[src/hdl/ymr_pkg.sv]
`timescale 1ns / 1ps
package ymr_pkg;

    localparam int MaxPayloadDef = 1024;
    localparam int SizeDigitsDef = 8;

    localparam logic [7:0] C_SOH    = 8'h01;
    localparam logic [7:0] C_STX    = 8'h02;
    localparam logic [7:0] C_EOT    = 8'h04;
    localparam logic [7:0] C_ETB    = 8'h17;
    localparam logic [7:0] C_ACK    = 8'h06;
    localparam logic [7:0] C_NAK    = 8'h15;
    localparam logic [7:0] C_CAN    = 8'h18;
    localparam logic [7:0] C_PROMPT = 8'h43;
    localparam logic [15:0] CRC_POLY = 16'h1021;
    localparam logic [26:0] UNKNOWN_LENGTH = 27'hFFFFFF;
    localparam logic [26:0] LENGTH_MAX = 27'h7FFFFFF;
    localparam logic [4:0] RETRY_LIMIT = 5'd16;

    localparam logic [1:0] REG_BASE = 2'd0;
    localparam logic [1:0] REG_REPLY_TO = 2'd1;
    localparam logic [1:0] REG_PURGE_TO = 2'd2;

    localparam logic [1:0] ST_RUN = 2'd0;
    localparam logic [1:0] ST_FINISHED = 2'd1;
    localparam logic [1:0] ST_CANCELLED = 2'd2;
    localparam logic [1:0] ST_ABORTED = 2'd3;

    typedef enum logic [2:0] {
        PH_PROMPT, PH_HEADER, PH_PACKET, PH_PURGE_HDR, PH_PURGE_PKT, PH_DONE
    } t_phase;

    typedef enum logic [1:0] {NP_NAME, NP_SIZE, NP_END} t_name_phase;

    typedef struct packed {
        logic       op;
        logic [7:0] rx_byte;
    } t_in;

    typedef struct packed {
        logic        tx_valid;
        logic [7:0]  tx_byte;
        logic        data_valid;
        logic [7:0]  data_byte;
        logic [9:0]  data_offset;
        logic        commit;
        logic        reject;
        logic [31:0] prog_address;
        logic [10:0] prog_count;
        logic        erase_request;
        logic [1:0]  status;
        logic        last;
    } t_out;

    // one classified request: up to four results
    typedef struct packed {
        logic [2:0] count_m1;
        t_out [3:0] res;
    } t_bundle;

    function automatic logic [15:0] crc_step(input logic [15:0] c, input logic [7:0] b);
        logic [15:0] x;
        x = c ^ {b, 8'h00};
        for (int i = 0; i < 8; i++) begin
            x = x[15] ? ({x[14:0], 1'b0} ^ CRC_POLY) : {x[14:0], 1'b0};
        end
        return x;
    endfunction

endpackage

[src/hdl/ymr_front.sv]
`timescale 1ns / 1ps
module ymr_front
    import ymr_pkg::*;
#(
    parameter int MAX_PAYLOAD = MaxPayloadDef,
    parameter int SIZE_DIGITS = SizeDigitsDef
) (
    input  logic        i_clk,
    input  logic        i_rst_n,
    input  logic        i_in_valid,
    output logic        o_in_ready,
    input  t_in         i_in,
    input  logic        i_cfg_valid,
    input  logic [1:0]  i_cfg_index,
    input  logic [31:0] i_cfg_data,
    output logic        o_push,
    output t_bundle     o_bundle,
    input  logic        i_full
);

    localparam logic [10:0] LongLen = 11'(MAX_PAYLOAD);
    localparam logic [10:0] ShortLen = 11'd128;

    t_phase r_phase, n_phase;
    logic [10:0] r_pos, n_pos;
    logic r_long, n_long;
    logic [7:0] r_exp, n_exp, r_rnum, n_rnum;
    logic r_num_ok, n_num_ok, r_erased, n_erased;
    logic [7:0] r_pend, n_pend;
    logic [15:0] r_crc, n_crc;
    t_name_phase r_np, n_np;
    logic [3:0] r_digits, n_digits;
    logic [26:0] r_accum, n_accum, r_flen, n_flen, r_done, n_done;
    logic [31:0] r_fptr, n_fptr, r_reply_to, r_purge_to;
    logic [4:0] r_retries, n_retries;
    logic [31:0] r_ticks, n_ticks;

    t_out    res [4];
    logic [2:0] nres;
    logic [1:0] stat;
    logic    take;

    assign o_in_ready = !i_full;
    assign take = i_in_valid && !i_full;

    always_comb begin
        logic [10:0] plen, cnt;
        logic [26:0] rem;
        logic [7:0] b;
        logic [30:0] acc;
        logic ok, purge, adv;
        logic [4:0] rl;
        n_phase = r_phase; n_pos = r_pos; n_long = r_long; n_exp = r_exp;
        n_rnum = r_rnum; n_num_ok = r_num_ok; n_erased = r_erased; n_pend = r_pend;
        n_crc = r_crc; n_np = r_np; n_digits = r_digits; n_accum = r_accum;
        n_flen = r_flen; n_done = r_done; n_fptr = r_fptr; n_retries = r_retries;
        n_ticks = r_ticks;
        for (int k = 0; k < 4; k++) res[k] = '0;
        nres = 3'd0; stat = ST_RUN; purge = 1'b0; adv = 1'b0;
        b = i_in.rx_byte;
        plen = r_long ? LongLen : ShortLen;
        cnt = '0; rem = '0; acc = '0; ok = 1'b0; rl = '0;
        // prompt owed after reset: send it, then treat as a header wait
        if (r_phase == PH_PROMPT) begin
            res[0].tx_valid = 1'b1; res[0].tx_byte = r_pend; nres = 3'd1;
            n_phase = PH_HEADER; n_ticks = '0;
        end
        if (r_phase == PH_DONE) begin
            nres = 3'd0;
        end else if (i_in.op) begin
            n_ticks = n_ticks + 32'd1;
            if (n_phase == PH_HEADER) begin
                if (n_ticks >= r_reply_to) begin
                    n_ticks = '0;
                    if (r_pend != 8'd0) begin
                        res[nres[1:0]].tx_valid = 1'b1;
                        res[nres[1:0]].tx_byte = r_pend;
                        nres = nres + 3'd1;
                    end
                end
            end else if (n_phase == PH_PACKET) begin
                if (n_ticks >= r_reply_to) begin
                    res[0].reject = 1'b1; nres = 3'd1;
                    n_phase = PH_PURGE_PKT; n_ticks = '0;
                end
            end else if (n_ticks >= r_purge_to) begin
                purge = 1'b1;
            end
        end else if (r_phase == PH_HEADER) begin
            if (b == C_SOH || b == C_STX) begin
                n_long = (b == C_STX); n_pos = 11'd1; n_crc = '0; n_num_ok = 1'b1;
                n_rnum = '0; n_np = NP_NAME; n_digits = '0; n_accum = '0;
                n_pend = '0; n_ticks = '0; n_phase = PH_PACKET;
            end else if (b == C_EOT || b == C_ETB) begin
                for (int k = 0; k < 4; k++) begin
                    res[k].tx_valid = 1'b1; res[k].tx_byte = C_ACK;
                end
                nres = 3'd4; stat = ST_FINISHED; n_phase = PH_DONE;
            end else if (b == C_CAN) begin
                nres = 3'd1; stat = ST_CANCELLED; n_phase = PH_DONE;
            end else begin
                n_phase = PH_PURGE_HDR; n_ticks = '0;
            end
        end else if (r_phase == PH_PACKET) begin
            n_ticks = '0;
            if (r_pos == 11'd1) begin
                n_rnum = b;
            end else if (r_pos == 11'd2) begin
                n_num_ok = (b == ~r_rnum);
            end else begin
                n_crc = crc_step(r_crc, b);
                if (r_pos <= plen + 11'd2) begin
                    res[0].data_valid = 1'b1; res[0].data_byte = b;
                    res[0].data_offset = 10'(r_pos - 11'd3); nres = 3'd1;
                    if (r_np == NP_NAME) begin
                        if (b == 8'd0) n_np = NP_SIZE;
                    end else if (r_np == NP_SIZE) begin
                        if (b >= 8'h30 && b <= 8'h39) begin
                            acc = {r_accum, 3'b0} + {3'b0, r_accum, 1'b0}
                                + 31'(b - 8'h30);
                            n_accum = (acc > 31'(LENGTH_MAX)) ? LENGTH_MAX : acc[26:0];
                            n_digits = r_digits + 4'd1;
                            if (n_digits >= 4'(SIZE_DIGITS)) n_np = NP_END;
                        end else begin
                            n_np = NP_END;
                        end
                    end
                end
            end
            if (r_pos >= plen + 11'd4) begin
                ok = r_num_ok && (r_rnum == r_exp || (!r_erased && r_rnum == 8'd0))
                    && n_crc == 16'd0;
                if (!ok) begin
                    res[0].reject = 1'b1; nres = 3'd1;
                    n_phase = PH_PURGE_PKT; n_ticks = '0;
                end else begin
                    cnt = plen;
                    if (!r_erased) begin
                        if (r_rnum == 8'd0) begin
                            n_exp = '0; cnt = '0; n_flen = r_accum; n_pend = C_PROMPT;
                        end
                        res[0].erase_request = 1'b1; n_erased = 1'b1;
                    end
                    rem = (n_flen > r_done) ? n_flen - r_done : '0;
                    if (27'(cnt) > rem) cnt = rem[10:0];
                    res[0].tx_valid = 1'b1; res[0].tx_byte = C_ACK;
                    res[0].commit = 1'b1; res[0].prog_address = r_fptr;
                    res[0].prog_count = cnt;
                    nres = 3'd1;
                    n_fptr = r_fptr + 32'(cnt);
                    n_done = r_done + 27'(cnt);
                    n_exp = n_exp + 8'd1;
                    n_retries = RETRY_LIMIT;
                    adv = 1'b1;
                end
            end else begin
                n_pos = r_pos + 11'd1;
            end
        end else begin
            n_ticks = '0;
        end
        if (purge) begin
            res[nres[1:0]].tx_valid = 1'b1; res[nres[1:0]].tx_byte = C_NAK;
            nres = nres + 3'd1;
            adv = 1'b1;
            if (n_phase == PH_PURGE_PKT) begin
                rl = r_retries - 5'd1;
                n_retries = rl;
                if (rl == 5'd0) begin
                    for (int k = 1; k < 4; k++) begin
                        res[k].tx_valid = 1'b1; res[k].tx_byte = C_CAN;
                    end
                    nres = 3'd4; stat = ST_ABORTED; n_phase = PH_DONE; adv = 1'b0;
                end
            end
        end
        if (adv) begin
            n_phase = PH_HEADER; n_ticks = '0;
            if (n_pend != 8'd0) begin
                res[nres[1:0]].tx_valid = 1'b1; res[nres[1:0]].tx_byte = n_pend;
                nres = nres + 3'd1;
            end
        end
        for (int k = 0; k < 4; k++) begin
            res[k].status = stat;
            res[k].last = (3'(k) == nres - 3'd1);
        end
    end

    assign o_push = take && nres != 3'd0;
    always_comb begin
        o_bundle.count_m1 = nres - 3'd1;
        for (int k = 0; k < 4; k++) o_bundle.res[k] = res[k];
    end

    always_ff @(posedge i_clk) begin
        if (!i_rst_n) begin
            r_phase <= PH_PROMPT; r_pos <= '0; r_long <= 1'b0; r_exp <= 8'd1;
            r_rnum <= '0; r_num_ok <= 1'b1; r_erased <= 1'b0; r_pend <= C_PROMPT;
            r_crc <= '0; r_np <= NP_NAME; r_digits <= '0; r_accum <= '0;
            r_flen <= UNKNOWN_LENGTH; r_done <= '0; r_fptr <= '0;
            r_retries <= RETRY_LIMIT; r_ticks <= '0;
            r_reply_to <= 32'd30000000; r_purge_to <= 32'd10000000;
        end else begin
            if (take) begin
                r_phase <= n_phase; r_pos <= n_pos; r_long <= n_long; r_exp <= n_exp;
                r_rnum <= n_rnum; r_num_ok <= n_num_ok; r_erased <= n_erased;
                r_pend <= n_pend; r_crc <= n_crc; r_np <= n_np; r_digits <= n_digits;
                r_accum <= n_accum; r_flen <= n_flen; r_done <= n_done;
                r_retries <= n_retries; r_ticks <= n_ticks;
            end
            // base address moves the flash pointer only before the first commit
            if (i_cfg_valid && i_cfg_index == REG_BASE && !r_erased) begin
                r_fptr <= i_cfg_data;
            end else if (take) begin
                r_fptr <= n_fptr;
            end
            if (i_cfg_valid) begin
                case (i_cfg_index)
                    REG_REPLY_TO: r_reply_to <= i_cfg_data;
                    REG_PURGE_TO: r_purge_to <= i_cfg_data;
                    default: ;
                endcase
            end
        end
    end

    assert property (@(posedge i_clk) disable iff (!i_rst_n)
        o_push |-> (o_bundle.count_m1 <= 3'd3))
        else $error("bundle count out of range");
    assert property (@(posedge i_clk) disable iff (!i_rst_n)
        (r_phase == PH_DONE) |-> !o_push)
        else $error("result after end of transfer");
    assert property (@(posedge i_clk) disable iff (!i_rst_n)
        (take && r_phase == PH_PACKET && !i_in.op) |=> (r_ticks == 32'd0))
        else $error("tick count not cleared on packet byte");

endmodule

[src/hdl/ymr_back.sv]
`timescale 1ns / 1ps
module ymr_back
    import ymr_pkg::*;
(
    input  logic    i_clk,
    input  logic    i_rst_n,
    input  logic    i_push,
    input  t_bundle i_bundle,
    output logic    o_full,
    output logic    o_out_valid,
    input  logic    i_out_ready,
    output t_out    o_out
);

    // two-entry queue of bundles, drained one result at a time
    t_bundle r_q [2];
    logic r_wp, r_rp;
    logic [1:0] r_cnt;
    logic [1:0] r_sub;
    logic pop, fin;

    assign o_full = (r_cnt == 2'd2);
    assign o_out_valid = (r_cnt != 2'd0);
    assign o_out = r_q[r_rp].res[r_sub];
    assign pop = o_out_valid && i_out_ready;
    assign fin = pop && ({1'b0, r_sub} == r_q[r_rp].count_m1);

    always_ff @(posedge i_clk) begin
        if (i_push) r_q[r_wp] <= i_bundle;
    end

    always_ff @(posedge i_clk) begin
        if (!i_rst_n) begin
            r_wp <= 1'b0; r_rp <= 1'b0; r_cnt <= '0; r_sub <= '0;
        end else begin
            if (i_push) r_wp <= ~r_wp;
            if (pop) r_sub <= fin ? 2'd0 : r_sub + 2'd1;
            if (fin) r_rp <= ~r_rp;
            r_cnt <= r_cnt + {1'b0, i_push} - {1'b0, fin};
        end
    end

    assert property (@(posedge i_clk) disable iff (!i_rst_n) !(i_push && o_full))
        else $error("queue overflow");
    assert property (@(posedge i_clk) disable iff (!i_rst_n)
        fin |-> o_out.last)
        else $error("last flag mismatch");
    assert property (@(posedge i_clk) disable iff (!i_rst_n)
        (r_cnt == 2'd0) |-> (r_sub == 2'd0))
        else $error("sub index stuck");

endmodule

[src/hdl/ymodem_packet_receiver_top.sv]
`timescale 1ns / 1ps
// Results of a request are registered in the two-entry queue, which
// absorbs bursts. Throughput: one request per cycle unless the queue
// is full; a request with n results holds the output until all leave.
// Reset: synchronous active low; state returns to the owed prompt,
// registers to their defaults, the queue empties.
module ymodem_packet_receiver_top
    import ymr_pkg::*;
#(
    parameter int MAX_PAYLOAD = MaxPayloadDef,
    parameter int SIZE_DIGITS = SizeDigitsDef
) (
    input  logic        i_clk,
    input  logic        i_rst_n,
    input  logic        i_in_valid,
    output logic        o_in_ready,
    input  t_in         i_in,
    input  logic        i_cfg_valid,
    output logic        o_cfg_ready,
    input  logic [1:0]  i_cfg_index,
    input  logic [31:0] i_cfg_data,
    output logic        o_out_valid,
    input  logic        i_out_ready,
    output t_out        o_out
);

    logic push, full;
    t_bundle bundle;

    assign o_cfg_ready = 1'b1;

    ymr_front #(.MAX_PAYLOAD(MAX_PAYLOAD), .SIZE_DIGITS(SIZE_DIGITS)) u_front (
        .i_clk, .i_rst_n, .i_in_valid, .o_in_ready, .i_in,
        .i_cfg_valid, .i_cfg_index, .i_cfg_data,
        .o_push(push), .o_bundle(bundle), .i_full(full)
    );

    ymr_back u_back (
        .i_clk, .i_rst_n, .i_push(push), .i_bundle(bundle), .o_full(full),
        .o_out_valid, .i_out_ready, .o_out
    );

endmodule
[config.mk]
export PLATFORM = sky130hd
export DESIGN_NAME = ymodem_packet_receiver_top
export DESIGN_NICKNAME = d
export VERILOG_FILES = /design/src/hdl/ymr_pkg.sv /design/src/hdl/ymr_front.sv /design/src/hdl/ymr_back.sv /design/src/hdl/ymodem_packet_receiver_top.sv
export SDC_FILE = /design/constraint.sdc
export NUM_CORES = 1
export LEC_CHECK = 0
export ABC_AREA = 1
export BUFFER_PORTS_ARGS = -buffer_cell sky130_fd_sc_hd__buf_4
export CORE_ASPECT_RATIO = 1.4
export CORE_UTILIZATION = 50
export CTS_BUF_LIST = sky130_fd_sc_hd__clkbuf_8
export DETAILED_ROUTE_END_ITERATION = 6
export PLACE_DENSITY = 0.77
export SLEW_MARGIN = 20
export SYNTH_ARGS = -nofsm -noshare
export SYNTH_HDL_FRONTEND = slang
export SYNTH_SLANG_ARGS = --single-unit
[constraint.sdc]
create_clock -name i_clk -period 25.1 [get_ports i_clk]
set_input_delay 2.51 -clock i_clk [delete_from_list [all_inputs] [get_ports i_clk]]
set_output_delay 2.51 -clock i_clk [all_outputs]
set_load 0.005 [all_outputs]
After elaboration in Yosys (flattened, before gate mapping)
Memories as Yosys holds them, arrays and structs flattened. A register that Yosys moved wholly into a read port is not among the register bits.
Cells that the tools add are included.
{"block": "totals", "wordCells": 424, "memories": 1, "out_inout_bits": 80, "ramBits": 622, "inputBits": 48, "reg_bits": 283}
{"memory": "u_back.r_q", "depth": 2, "word_bits": 311, "rd": 1, "rd_clocked_by_memory_dff": 1, "write_ports": 1, "line_no": "ymr_back.sv:16", "rtl": "t_bundle r_q [2];"}
{"block": "op_classes", "n_eq_ne": 33, "reduce_logical": 52, "bitwise_logic": 18, "n_addsub": 21, "magnitude_cmp": 17, "n_mux": 259}
{"cell": "bitwise mux 308 bit", "count": 6}
{"cell": "2-to-1 mux 308 bit", "count": 6}
{"cell": "demux 77 bit (select 2 bit)", "count": 6}
{"cell": "2-to-1 mux 32 bit", "count": 19}
{"cell": "2-to-1 mux 27 bit", "count": 19}
{"cell": "2-to-1 mux 77 bit", "count": 4}
{"cell": "2-to-1 mux 278 bit", "count": 1}
{"cell": "2-to-1 mux 76 bit", "count": 3}
{"cell": "2-to-1 mux 11 bit", "count": 20}
{"cell": "2-to-1 mux 68 bit", "count": 3}
{"cell": "2-to-1 mux 8 bit", "count": 21}
{"cell": "2-to-1 mux 9 bit", "count": 18}
{"cell": "binary-select mux 77 bit (select 2 bit)", "count": 1}
{"cell": "2-to-1 mux 74 bit", "count": 2}
{"cell": "2-to-1 mux 16 bit", "count": 9}
{"cell": "2-to-1 mux 3 bit", "count": 36}
{"cell": "2-to-1 mux 13 bit", "count": 8}
{"cell": "2-to-1 mux 65 bit", "count": 1}
{"cell": "greater-or-equal comparator 32 bit", "count": 2}
{"cell": "2-to-1 mux 19 bit", "count": 3}
{"cell": "2-to-1 mux 46 bit", "count": 1}
{"cell": "2-to-1 mux 44 bit", "count": 1}
{"cell": "2-to-1 mux 2 bit", "count": 21}
{"cell": "2-to-1 mux 5 bit", "count": 8}
{"cell": "other kinds (75)", "count": 181}

Logic depth before layout (Yosys ltp)
{"block": "depth", "word_depth": 56, "ltp_mapped": 47, "mapped_depth_nobuf": 43}

Cells and area by module
A second synthesis with hierarchy kept.
{"block": "unflattened", "cells_unflattened": 5462, "hier_area_um2": 48163.7}
{"mod": "ymr_back", "cells_per_inst": 1810, "seq_area_each_um2": 18818.0, "instances": 1, "area_each_um2": 24143.2}
{"mod": "ymr_front", "cells_per_inst": 3650, "seq_area_each_um2": 5545.3, "instances": 1, "area_each_um2": 24009.3}
{"mod": "ymodem_packet_receiver_top", "cells_per_inst": 2, "seq_area_each_um2": 0.0, "instances": 1, "area_each_um2": 11.3}

Worst setup path after synthesis
Ideal clock, no wire load.
{"block": "synth_path", "path_type": "reg-to-reg", "startpoint": "register u_front.r_phase[1]", "endpoint": "memory u_back.r_q[0][0] in the netlist's numbering, enable pin", "n_path_buf": 5, "t_required_ns": 24.520, "setup_ns": 0.580, "arrival_time_ns": 11.045, "path_stages_with_launch": 41, "path_slack_ns": 13.475, "period_less_slack_ns": 11.625, "cell_sequence": "dfxtp_1 > nor2_2 > nand2_2 > inv_1 > clkbuf_1 > clkbuf_1 > clkbuf_1 > nor2_1 > ha_1 > inv_1 > nor3_2 > nand3_1 > nor4_2 > nand3_1 > nand3b_1 > nor3_1 > nand3_1 > nor2_1 > [5 not listed] > o221a_2 > nand2_1 > nand2_1 > a221oi_1 > nor2_1 > ha_1 > inv_1 > o21ai_0 > nand2_1 > inv_1 > ha_1 > nand4_4 > buf_12 > xnor2_2 > ha_1 > or2_2 > clkbuf_1 > nor2_1"}
{"block": "synth_between", "elab_chain_cells": 21, "word_cells_on_any_way": 66, "classes_between": "add/sub: 4; order compare: 2; eq/ne: 6; mux: 50; reduce/logical: 4"}
{"element": "from (decl)", "line_no": "ymr_front.sv:24", "rtl": "t_phase r_phase, n_phase;"}
{"element": "from (signal assigned)", "line_no": "ymr_front.sv:206", "rtl": "r_phase <= n_phase; r_pos <= n_pos; r_long <= n_long; r_exp <= n_exp;"}
{"element": "branches (longest 16 deep; another with adder 32 x 1 -> 32 bit)"}
{"element": "2-to-1 mux 3 bit *", "line_no": "ymr_front.sv:177", "rtl": "if (adv) begin"}
{"element": "nonzero test 3 bit *", "line_no": "ymr_front.sv:190", "rtl": "assign o_push = take && nres != 3'd0;"}
{"element": "logical AND 1 bit *", "line_no": "ymr_front.sv:190"}
{"element": "2-to-1 mux 1 bit *", "line_no": "ymr_back.sv:29", "rtl": "if (i_push) r_q[r_wp] <= i_bundle;"}
{"element": "2-to-1 mux 1 bit (not written as such) *", "line_no": "ymr_back.sv:29"}
{"element": "to (decl)", "line_no": "ymr_back.sv:16"}
Every way passes the cells marked *.

Worst setup path after layout
{"block": "layout_path", "startpoint": "register u_front.r_phase[1]", "endpoint": "memory u_back.r_q[1][14] in the netlist's numbering, enable pin"}
The elaborated chain is that of the path after synthesis.

==> metrics.csv <==
metric,value,unit
pin count of the biggest net entering global routing,107,
family with the most delay on the worst path,simple AND/OR/NAND/NOR gates,
Slew Limit Fails,0,
Sink Count,504,
FP Rows,109,
synthesized area,32200,um2
Die ar.,65400,um2
clk slew on worst S/H paths,0.07,ns
GRT Residual Overflow,0,
WP buf/inv,7,
status,finished clean,
TritonCTS buffer count,80,
Final TNS setup,0,ns
fill count,6002,
register area,12300,um2
P_leak,15.8,nW
Tmin final,9.46,ns
clk_lat worst skew,0.71,ns
I/O Buffers,126,
CTS tree,yes,
Layout area overhead,10.1,%
Min Hold Slack,0.452,ns
cell area power density,78.6,nW/um2
vias in the first global route,28012,
Inst Count DP,5183,
area occupied by multi-input gates,16800,um2
WP data required,25.40,ns
first-pass GRT wire length,145,mm
slowest cell delay on critical path,0.71,ns
Remaining DRCs,0,
Tcrit/Tclk final,37.7,%
number of setup buffers added after CTS,0,
CTS root buffer,clkbuf_8,
Synth async-reset ratio,0,%
worst-margin pin slew,1.05,ns
count of cell types in the netlist,74,
Die Ht,302,um
wire per inst,17.4,um
Worst Setup Start Kind,flip-flop,
highest clock rate,106,MHz
CTS Buffer Depth,3,
IO Pins,128,
"Hold Vio Cnt, Final",0,
Worst slew margin,29.5,%
Starting Density,50.7,%
layout cell share with drive strength beyond 1,9.16,%
CORE AREA,63400,um2
Arrival @ worst endpoint,9.76,ns
Setup Viol. Count Final,0,
max_cap viols,0,
RD Place Congestion,0.979,
Via Count,29302,
post-route ant nets,0,
hold bufs inserted after CTS,0,
Crit. End Element,flip-flop,
detailed router's first-iteration violation count,2035,
type of the worst setup path,reg -> reg,
post-route cell area,35400,um2
CP max FO,60,
R2R Setup Slk,15.64,ns
vias per inst,5.49,
Total GRT Usage,28.1,%
final std cells w/o fill,5334,
Synth Instances,4363,
clock skew,0.0400,ns
Hold Crit Class,reg -> reg,
"Seq/Total Area, Yosys",38.2,%
width of the chip,216,um
Nets,4683,
"EDFF count, synth",220,
router iterations before antenna repair,6,
CP max-delay cell,buf_4,
RSZ-0062 raised after global routing,false,
post-place instance area,33700,um2
#FFs+latches synth,504,
synthesis warning total,0,
VDD IR max,0.0000672,V
post-CTS sizing,0,
total wire length,92.9,mm
depth of the CTS H-tree,3,
initial antenna violation count,7,
synthesized area per cell,7.37,um2
DP HPWL,68.1,mm
top_reg_cell synth,dfxtp_1,
-- metrics by stage --
step                setup slack (ns)  util [%]  total power (W)
global placement               15.89      53.1          0.00203
global route                   14.79      55.8          0.00297
finish                         15.64      55.8          0.00278
CTS                            15.69      55.8          0.00279
detailed placement             15.75      53.1          0.00205
floorplan                      13.48         -          0.00174
-- worst reg2reg max path, delay by kind of cell (launching register included) --
family          cells  cell delay [ns]
buf+inv             7             1.71
simple gates       20             4.43
compound gates      3             0.75
fa+ha+maj           5             1.21
flops               1             0.42
xor+xnor            2             0.43
-- cells in the final DEF (no fill, tap or decap), types with 8 or more instances in the layout --
master | netlist | routed
o21ai_2 | 10 | 10
nor3_1 | 74 | 73
buf_4 | 6 | 155
nor3_2 | 7 | 8
nand4_1 | 64 | 64
nand2_2 | 28 | 30
o21a_1 | 15 | 15
a31oi_1 | 51 | 51
nor2_2 | 6 | 10
nor2_4 | 9 | 13
nand3_1 | 201 | 201
nor4_1 | 25 | 24
o21ai_1 | 21 | 22
ha_1 | 175 | 175
nand3b_1 | 12 | 12
o21ai_0 | 310 | 309
xnor2_1 | 38 | 38
nand2_1 | 905 | 903
clkinv_2 | 1 | 13
a211oi_1 | 15 | 15
clkinv_1 | 5 | 12
a21oi_1 | 313 | 312
xor2_1 | 75 | 75
fa_1 | 27 | 27
o211ai_1 | 44 | 44
inv_1 | 608 | 628
clkbuf_8 | 0 | 98
nor2_1 | 493 | 485
edfxtp_1 | 220 | 220
o311ai_0 | 14 | 14
dfxtp_1 | 284 | 283
o22ai_1 | 31 | 31
inv_2 | 18 | 17
or2_2 | 13 | 13
-- report_power, final --
part / internal [W] / switching (W) / leakage, nW
combinational: 0.000356 / 0.000702 / 10.4
clock: 0.000398 / 0.000345 / 0.949
sequential: 0.000952 / 0.0000324 / 4.43
-- registers in the layout, summed over array words and instances (netlist names), 11 cells and up, named ones only --
name and count:
u_front.r_ticks 32, u_front.r_reply_to 32, u_back.r_q 220, u_front.r_flen 27, u_front.r_pos 11, u_front.r_crc 16
u_front.r_done 27, u_front.r_fptr 32, u_front.r_accum 27, u_front.r_purge_to 32
-- metal layers --
metal / vias up / global-route usage, % / wire (um)
li1: 14587 / - / -
met1: 13544 / 31.2 / 35700
met2: 890 / 50.3 / 46500
met3: 271 / 4.06 / 4820
met4: 10 / 17.9 / 5750
met5: - / 0 / 72
-- cell families after synthesis --
kind of cell	count (synthesis)	synth area share (%)
xor+xnor	115	3.18
buf+inv	804	9.71
simple gates	1864	25.0
compound gates	870	15.3
fa+ha+maj	202	8.49
flops	504	38.2
other cells	2	0.0234
mux	2	0.0622
-- cell type report --
cell class	count	share of cell area, %
Multi-Input combinational cell	3060	47.5
Sequential cell	504	34.7
Inverter	632	6.71
Clock buffer	98	3.81
Timing Repair Buffer	155	3.29
Tap cell	832	2.94
Clock inverter	50	0.986
Antenna cell	3	0.0212
-- final timing paths --
| kind | start | endpoint | cells past startpoint |
|---|---|---|---|
| max reg2reg | u_front.r_phase[1]$_SDFFE_PN0P_ | u_back.r_q[1][14]$_DFFE_PP_ | 37 |
| min | u_front.r_flen[25]$_SDFFE_PN0P_ | u_front.r_flen[25]$_SDFFE_PN0P_ | 2 |
| max | u_front.r_phase[1]$_SDFFE_PN0P_ | u_back.r_q[1][14]$_DFFE_PP_ | 37 |
| min reg2reg | u_front.r_flen[25]$_SDFFE_PN0P_ | u_front.r_flen[25]$_SDFFE_PN0P_ | 2 |
-- synth_stat cells, drive strengths merged, types with 7 or more instances --
cell type,count,area share [%]
dfxtp,284,18
nand4,66,1.3
or2,16,0.31
xor2,75,2.0
edfxtp,220,21
o21ai,342,5.5
a31oi,51,0.99
o311ai,14,0.38
xnor2,40,1.1
nor4,28,0.60
o22ai,31,0.60
nand2,934,11
nor2,509,6.2
inv,626,7.3
ha,175,6.8
a211oi,15,0.35
nand3b,14,0.38
buf,40,0.79
o21a,15,0.35
fa,27,1.7
clkbuf,132,1.5
nand3,209,3.5
a21oi,316,5.0
nor3,81,1.4
a22oi,7,0.16
o211ai,45,1.1
Power figures use the tool's default switching activity.
